==> src/sv/deq_pkg.sv <==
// Shared constants for the double-ended queue: field widths, default depth, action and status codes.
package deq_pkg;

  // Field widths of the transaction ports
  localparam int ACTION_W = 3;
  localparam int VALUE_W  = 32;
  localparam int STATUS_W = 2;
  localparam int FILL_W   = 7;

  // Default number of entries
  localparam int DEPTH_DEF = 64;

  // Action codes
  localparam logic [ACTION_W-1:0] ACT_PUSH_FRONT = 3'd0;
  localparam logic [ACTION_W-1:0] ACT_PUSH_BACK  = 3'd1;
  localparam logic [ACTION_W-1:0] ACT_POP_FRONT  = 3'd2;
  localparam logic [ACTION_W-1:0] ACT_POP_BACK   = 3'd3;
  localparam logic [ACTION_W-1:0] ACT_CLEAR      = 3'd4;
  localparam logic [ACTION_W-1:0] ACT_DUMP       = 3'd5;

  // Status codes
  localparam logic [STATUS_W-1:0] STAT_OK    = 2'd0;
  localparam logic [STATUS_W-1:0] STAT_EMPTY = 2'd1;
  localparam logic [STATUS_W-1:0] STAT_FULL  = 2'd2;

endpackage

==> src/sv/deq_ram.sv <==
// Generic single-write, single-read RAM with registered read data.
module deq_ram #(
  parameter int WIDTH = 32,
  parameter int DEPTH = 64
) (
  input  logic                     clk,
  input  logic                     wr_en,
  input  logic [$clog2(DEPTH)-1:0] wr_addr,
  input  logic [WIDTH-1:0]         wr_data,
  input  logic [$clog2(DEPTH)-1:0] rd_addr,
  output logic [WIDTH-1:0]         rd_data
);

  logic [WIDTH-1:0] mem [DEPTH];

  // Write port and registered read port
  always_ff @(posedge clk) begin
    if (wr_en) begin
      mem[wr_addr] <= wr_data;
    end
    rd_data <= mem[rd_addr];
  end

endmodule

==> src/sv/double_ended_queue.sv <==
// Double-ended queue of signed 32-bit values held in a ring buffer RAM.
//
//  channel   | signals                                 | handshake
//  ----------+-----------------------------------------+-------------------------------
//  command   | action, value_in                        | taken when start && !busy
//  result    | value_out, status, fill_level, last     | valid while done is high
//
//  Push, clear, unused codes and a pop or dump of an empty queue are answered directly; the
//  result appears the cycle after the command and the next command may follow.
//  A pop of a non-empty queue passes through ST_POP to wait for the RAM's registered read data.
//  A dump reads the RAM once per element and streams the elements out, one per result.
//  Reset (rst, synchronous) empties the queue at once; there is no clearing pass.
//  Results cannot be stalled; each is valid for exactly the cycle done is high.
module double_ended_queue #(
  parameter int DEPTH = deq_pkg::DEPTH_DEF
) (
  input  logic                                clk,
  input  logic                                rst,
  input  logic                                start,
  output logic                                busy,
  input  logic        [deq_pkg::ACTION_W-1:0] action,
  input  logic signed [deq_pkg::VALUE_W-1:0]  value_in,
  output logic                                done,
  output logic signed [deq_pkg::VALUE_W-1:0]  value_out,
  output logic        [deq_pkg::STATUS_W-1:0] status,
  output logic        [deq_pkg::FILL_W-1:0]   fill_level,
  output logic                                last
);

  import deq_pkg::*;

  localparam int IDX_W = $clog2(DEPTH);
  localparam int CNT_W = $clog2(DEPTH + 1);
  localparam int SUM_W = CNT_W + 1;

  typedef enum logic [1:0] {
    ST_IDLE,
    ST_POP,
    ST_DUMP
  } state_t;

  state_t             state;
  logic [IDX_W-1:0]   front;
  logic [CNT_W-1:0]   count;
  logic [IDX_W-1:0]   dump_pos;
  logic [CNT_W-1:0]   dump_left;

  logic [SUM_W-1:0]   tail_sum;
  logic [IDX_W-1:0]   tail;
  logic [IDX_W-1:0]   back_pos;
  logic [IDX_W-1:0]   front_inc;
  logic [IDX_W-1:0]   front_dec;
  logic [IDX_W-1:0]   dump_inc;
  logic               full;
  logic               empty;
  logic               accept;

  logic               wr_en;
  logic [IDX_W-1:0]   wr_addr;
  logic [IDX_W-1:0]   rd_addr;
  logic [VALUE_W-1:0] rd_data;

  assign busy   = (state != ST_IDLE);
  assign accept = start && !busy;
  assign full   = (count == CNT_W'(DEPTH));
  assign empty  = (count == '0);

  // Ring pointer arithmetic, wrapped at DEPTH
  always_comb begin
    tail_sum  = SUM_W'(front) + SUM_W'(count);
    tail      = (tail_sum >= SUM_W'(DEPTH)) ? IDX_W'(tail_sum - SUM_W'(DEPTH))
                                            : IDX_W'(tail_sum);
    back_pos  = (tail == '0) ? IDX_W'(DEPTH - 1) : tail - IDX_W'(1);
    front_inc = (front == IDX_W'(DEPTH - 1)) ? '0 : front + IDX_W'(1);
    front_dec = (front == '0) ? IDX_W'(DEPTH - 1) : front - IDX_W'(1);
    dump_inc  = (dump_pos == IDX_W'(DEPTH - 1)) ? '0 : dump_pos + IDX_W'(1);
  end

  // RAM access: pushes write at accept, pops and dumps read ahead
  always_comb begin
    wr_en   = accept && !full &&
              ((action == ACT_PUSH_FRONT) || (action == ACT_PUSH_BACK));
    wr_addr = (action == ACT_PUSH_FRONT) ? front_dec : tail;
    if (state == ST_DUMP) begin
      rd_addr = dump_inc;
    end else if (action == ACT_POP_BACK) begin
      rd_addr = back_pos;
    end else begin
      rd_addr = front;
    end
  end

  deq_ram #(
    .WIDTH (VALUE_W),
    .DEPTH (DEPTH)
  ) u_store (
    .clk     (clk),
    .wr_en   (wr_en),
    .wr_addr (wr_addr),
    .wr_data (VALUE_W'(value_in)),
    .rd_addr (rd_addr),
    .rd_data (rd_data)
  );

  // Sequencer: pointers, count and registered result
  always_ff @(posedge clk) begin
    if (rst) begin
      state <= ST_IDLE;
      done  <= 1'b0;
      front <= '0;
      count <= '0;
    end else begin
      done <= 1'b0;
      unique case (state)
        ST_IDLE: begin
          if (start) begin
            value_out  <= '0;
            status     <= STAT_OK;
            fill_level <= FILL_W'(count);
            last       <= 1'b1;
            unique case (action)
              ACT_PUSH_FRONT, ACT_PUSH_BACK: begin
                done <= 1'b1;
                if (full) begin
                  status <= STAT_FULL;
                end else begin
                  if (action == ACT_PUSH_FRONT) begin
                    front <= front_dec;
                  end
                  count      <= count + CNT_W'(1);
                  fill_level <= FILL_W'(count + CNT_W'(1));
                end
              end
              ACT_POP_FRONT, ACT_POP_BACK: begin
                if (empty) begin
                  done   <= 1'b1;
                  status <= STAT_EMPTY;
                end else begin
                  if (action == ACT_POP_FRONT) begin
                    front <= front_inc;
                  end
                  count <= count - CNT_W'(1);
                  state <= ST_POP;
                end
              end
              ACT_CLEAR: begin
                done       <= 1'b1;
                count      <= '0;
                fill_level <= '0;
              end
              ACT_DUMP: begin
                if (empty) begin
                  done   <= 1'b1;
                  status <= STAT_EMPTY;
                end else begin
                  dump_pos  <= front;
                  dump_left <= count;
                  state     <= ST_DUMP;
                end
              end
              default: begin
                // unused codes: plain ok result, queue untouched
                done <= 1'b1;
              end
            endcase
          end
        end
        ST_POP: begin
          // read data of the popped entry is ready now
          done       <= 1'b1;
          value_out  <= signed'(rd_data);
          status     <= STAT_OK;
          fill_level <= FILL_W'(count);
          last       <= 1'b1;
          state      <= ST_IDLE;
        end
        ST_DUMP: begin
          // stream one element per cycle, next read already issued
          done       <= 1'b1;
          value_out  <= signed'(rd_data);
          status     <= STAT_OK;
          fill_level <= FILL_W'(count);
          last       <= (dump_left == CNT_W'(1));
          dump_pos   <= dump_inc;
          dump_left  <= dump_left - CNT_W'(1);
          if (dump_left == CNT_W'(1)) begin
            state <= ST_IDLE;
          end
        end
        default: begin
          state <= ST_IDLE;
        end
      endcase
    end
  end

endmodule

==> config.mk <==
export PLATFORM = sky130hd
export DESIGN_NAME = double_ended_queue
export DESIGN_NICKNAME = d
export VERILOG_FILES = /design/src/sv/deq_pkg.sv /design/src/sv/deq_ram.sv /design/src/sv/double_ended_queue.sv
export SDC_FILE = /design/constraint.sdc
export NUM_CORES = 2
export LEC_CHECK = 0
export BUFFER_PORTS_ARGS = -buffer_cell sky130_fd_sc_hd__buf_4
export CAP_MARGIN = 10
export CELL_PAD_IN_SITES_DETAIL_PLACEMENT = 1
export CELL_PAD_IN_SITES_GLOBAL_PLACEMENT = 1
export CORE_ASPECT_RATIO = 0.5
export CORE_MARGIN = 2
export CORE_UTILIZATION = 49
export CTS_CLUSTER_DIAMETER = 150
export DETAILED_ROUTE_END_ITERATION = 16
export PLACE_DENSITY_LB_ADDON = 0.15
export SLEW_MARGIN = 15
export SYNTH_ARGS = -nofsm -noshare
export SYNTH_HDL_FRONTEND = slang
export SYNTH_SLANG_ARGS = --single-unit
==> constraint.sdc <==
create_clock -name clk -period 11.1 [get_ports clk]
set_input_delay 0 -clock clk [delete_from_list [all_inputs] [get_ports clk]]
set_output_delay 0 -clock clk [all_outputs]
set_load 0.03 [all_outputs]
==> results.ini <==
[run_status]
status=finished clean

[timing]
post-route-period-util=0.565
fin_crit_ns=6.27
slew_viol_final=0
clock_skew_ns=0.0695
setup_tns_ns=0
fmax_ghz=0.159
setup_viol=0
slew_headroom=0.250
worst_pin_slew_ns=1.12
finalHoldViolCount=0
grt_setup_unrepaired=no
final.setup.worst_slack_ns=4.83

[grt]
antenna_found_initial=19
grtUsageTotal=0.296
grt_pass1_wl_um=380000
overflow=0
grt_pass1_vias=52600
grt_max_degree=161

[floorplanning]
die_area_um2=178000
start_util=0.493
dieWidth_um=595
die_h_um=299
ios=82
coreArea_um2=173000
num_rows=108

[pwr]
p_seq_frac=0.518
p_int_w=0.0132
p_switching_w=0.00429
leakage_nw=31.6
irDropWorstVdd_mv=0.101
powerDensity_nw_per_um2=183
p_comb_frac=0.100
p_clk_frac=0.381
sw_frac_of_total=0.246

[placed_design]
io_buffer_count=81
pre_cts_ws_ns=5.05
dp.cells=7630
postPlaceCellArea_um2=89000
dp_hpwl_um=138000
gp_congestion=0.832

[clock_tree]
cts_resized=0
h-tree-depth=4
clockRootBuffer=clkbuf_16
ctsLongestPathBuffers=4
cts.sinks=2151
clock_latency_ns=0.86
numCtsBuffers=196
cts_tree=yes
clk_pin_slew_ns=0.07
postCtsSetupBuffers=0

[synth]
yosysTopAreaCellShare=0.739
synth_top_area_cell=edfxtp_1
ys_seq_area_frac=0.750
synth-main-ff-cell=edfxtp_1
yosys_warnings=0
syn_area_um2=85500
postSynthAreaPerCell_um2=15.6
yosys.cell_count.top_type=edfxtp_1
synth_cell_type_count=83
ys_seq_elements=2151
synth_area_leaders=edfxtp_1 74%, mux4_2 5.1%, nand2_1 5.0%
syn-instance-count=5468
synth_commonest_cells=2103 x edfxtp_1, 1128 x nand2_1, 434 x nand3_1, 195 x mux4_2, 170 x clkbuf_1
synth_edf_count=2103
synthArstFlopShare=0
synth_fp_nets=5524

[critical_path]
r2r-start=count[0]
cp.required_ns=11.88
worstSetupStartpoint=count[0]
critPathCaptureType=register
crit_fanout=69
worst_r2r_path_depth=15
cp.arrival_ns=7.05
path_class=reg2reg
crit_path_end=u_store.rd_data[29]
timing.rr.end=u_store.rd_data[29]
start_kind=register
rrSetupSlack_ns=4.83

[drt]
drc=0
vias=51600
detail_route.vias_per_cell=6.42
wl_um=264000
wl_per_cell_um=32.9
drtIter0Drc=6283
drtAntennaViolNets=0
dr.pass1.iters=6

[finish]
final_cell_count_no_fill=8035
drive_above_1_share=0.143
post-route-util=0.551
fillCellCount=15900
design_area_um2=95500
syn2layout_area_growth_pct=11.7
final_nets=5617

[run]
maxCapViolCount=0

[min_path]
worstHoldStart=rst
min_path_type=in2reg

## cell type report
| type | count | area [µm²] | share of cell area |
|---|---|---|---|
| Sequential cell | 2151 | 64100 | 0.671 |
| Antenna cell | 8 | 20.0 | 0.000210 |
| Tap cell | 2310 | 2890 | 0.0303 |
| Clock inverter | 84 | 724 | 0.00758 |
| Clock buffer | 270 | 5340 | 0.0559 |
| Multi-Input combinational cell | 2950 | 20300 | 0.212 |
| Timing Repair Buffer | 247 | 2120 | 0.0222 |
| Inverter | 15 | 56.3 | 0.000589 |
## cells by family after synthesis
kind of cell    Yosys count  share of synthesized area
xor+xnor                 22                    0.00243
simple gates           2013                      0.105
flops                  2151                      0.750
mux                     350                     0.0695
compound gates          547                     0.0505
buf+inv                 367                     0.0204
fa+ha+maj                18                    0.00272
## per-layer routing
metal / track usage / share of wire / up-vias
met3: 0.0529 / 0.088 / 425
met2: 0.465 / 0.46 / 2369
met1: 0.430 / 0.42 / 27600
met4: 0.0819 / 0.027 / 8
met5: 0 / 0.00017 / -
li1: - / - / 21200
## placed cells by master (no fill, tap or decap), drive strengths merged, types with 5 or more instances in the layout
cell type / instances
nand4: 39
and2b: 6
edfxtp: 2103
a311oi: 94
inv: 19
dfxtp: 48
nor2b: 35
mux4: 195
nand3: 434
nand2: 1132
a31oi: 86
a221o: 13
a211oi: 71
a22oi: 22
o211ai: 43
buf: 204
clkinvlp: 6
dlygate4sd3: 43
mux2i: 155
and3: 144
nor3: 15
ha: 17
o31ai: 16
a21oi: 97
diode: 8
nand2b: 5
nor4: 19
clkbuf: 270
nor2: 129
clkinv: 62
xor2: 9
o21ai: 33
bufinv: 12
a2111oi: 21
o21a: 6
xnor2: 13
or3: 9
o22ai: 7
a32o: 13
and2: 39
## repair_timing
item / 4_1_cts / 5_1_grt
endpoints found under the hold margin: 2092 / 0
hold buffers: 43 / 0
setup endpoints to repair: 0 / 0
## flip-flops by register name, summed over array words and instances, names as in the netlist
register         count
u_store.rd_data     32
status               2
last                 1
value_out           32
fill_level           7
dump_left            7
u_store.mem       2048
count                7
front                6
done                 1
state                2
dump_pos             6
## power by group through the flow
stage / registers [W] / clock network, W / logic (W)
after floorplan: 0.00922 / 0 / 0.00103
after detailed placement: 0.00924 / 0 / 0.00172
after CTS: 0.00906 / 0.00673 / 0.00175
final: 0.00906 / 0.00666 / 0.00175
after global routing: 0.00906 / 0.00705 / 0.00186
after global placement: 0.00923 / 0 / 0.00168
## worst max-delay path: stages, from the launching register on
cell and delay, ns:
dfxtp_1 0.51, ha_1 0.25, inv_1 0.07, fa_1 0.51, ha_1 0.32, nand2_1 0.07, o221ai_2 0.30, and2_4 0.67
buf_4 0.70, buf_4 0.83, nand2_1 0.14, and3_1 0.22, a311oi_1 0.30, o31ai_1 0.13, a311oi_1 0.85, a221o_1 0.23
## worst min path at each step
stage / endpoint / slack [ns] / cells after the start
after floorplan: u_store.mem[0][0] / 0.1 / 0
after global placement: state[0] / 0.35 / 2
after detailed placement: done / 0.34 / 3
after CTS: state[0] / 0.05 / 3
after global routing: state[0] / 0.12 / 3
final: state[0] / 0.13 / 3
## per-stage QoR
stage	hold slack [ns]	power, W
after global routing	0.123	0.0180
final	0.134	0.0175
after floorplan	0.0989	0.0102
after global placement	0.348	0.0109
after CTS	0.0548	0.0175
after detailed placement	0.341	0.0110
No activity file was read; power rests on OpenSTA's default activity.
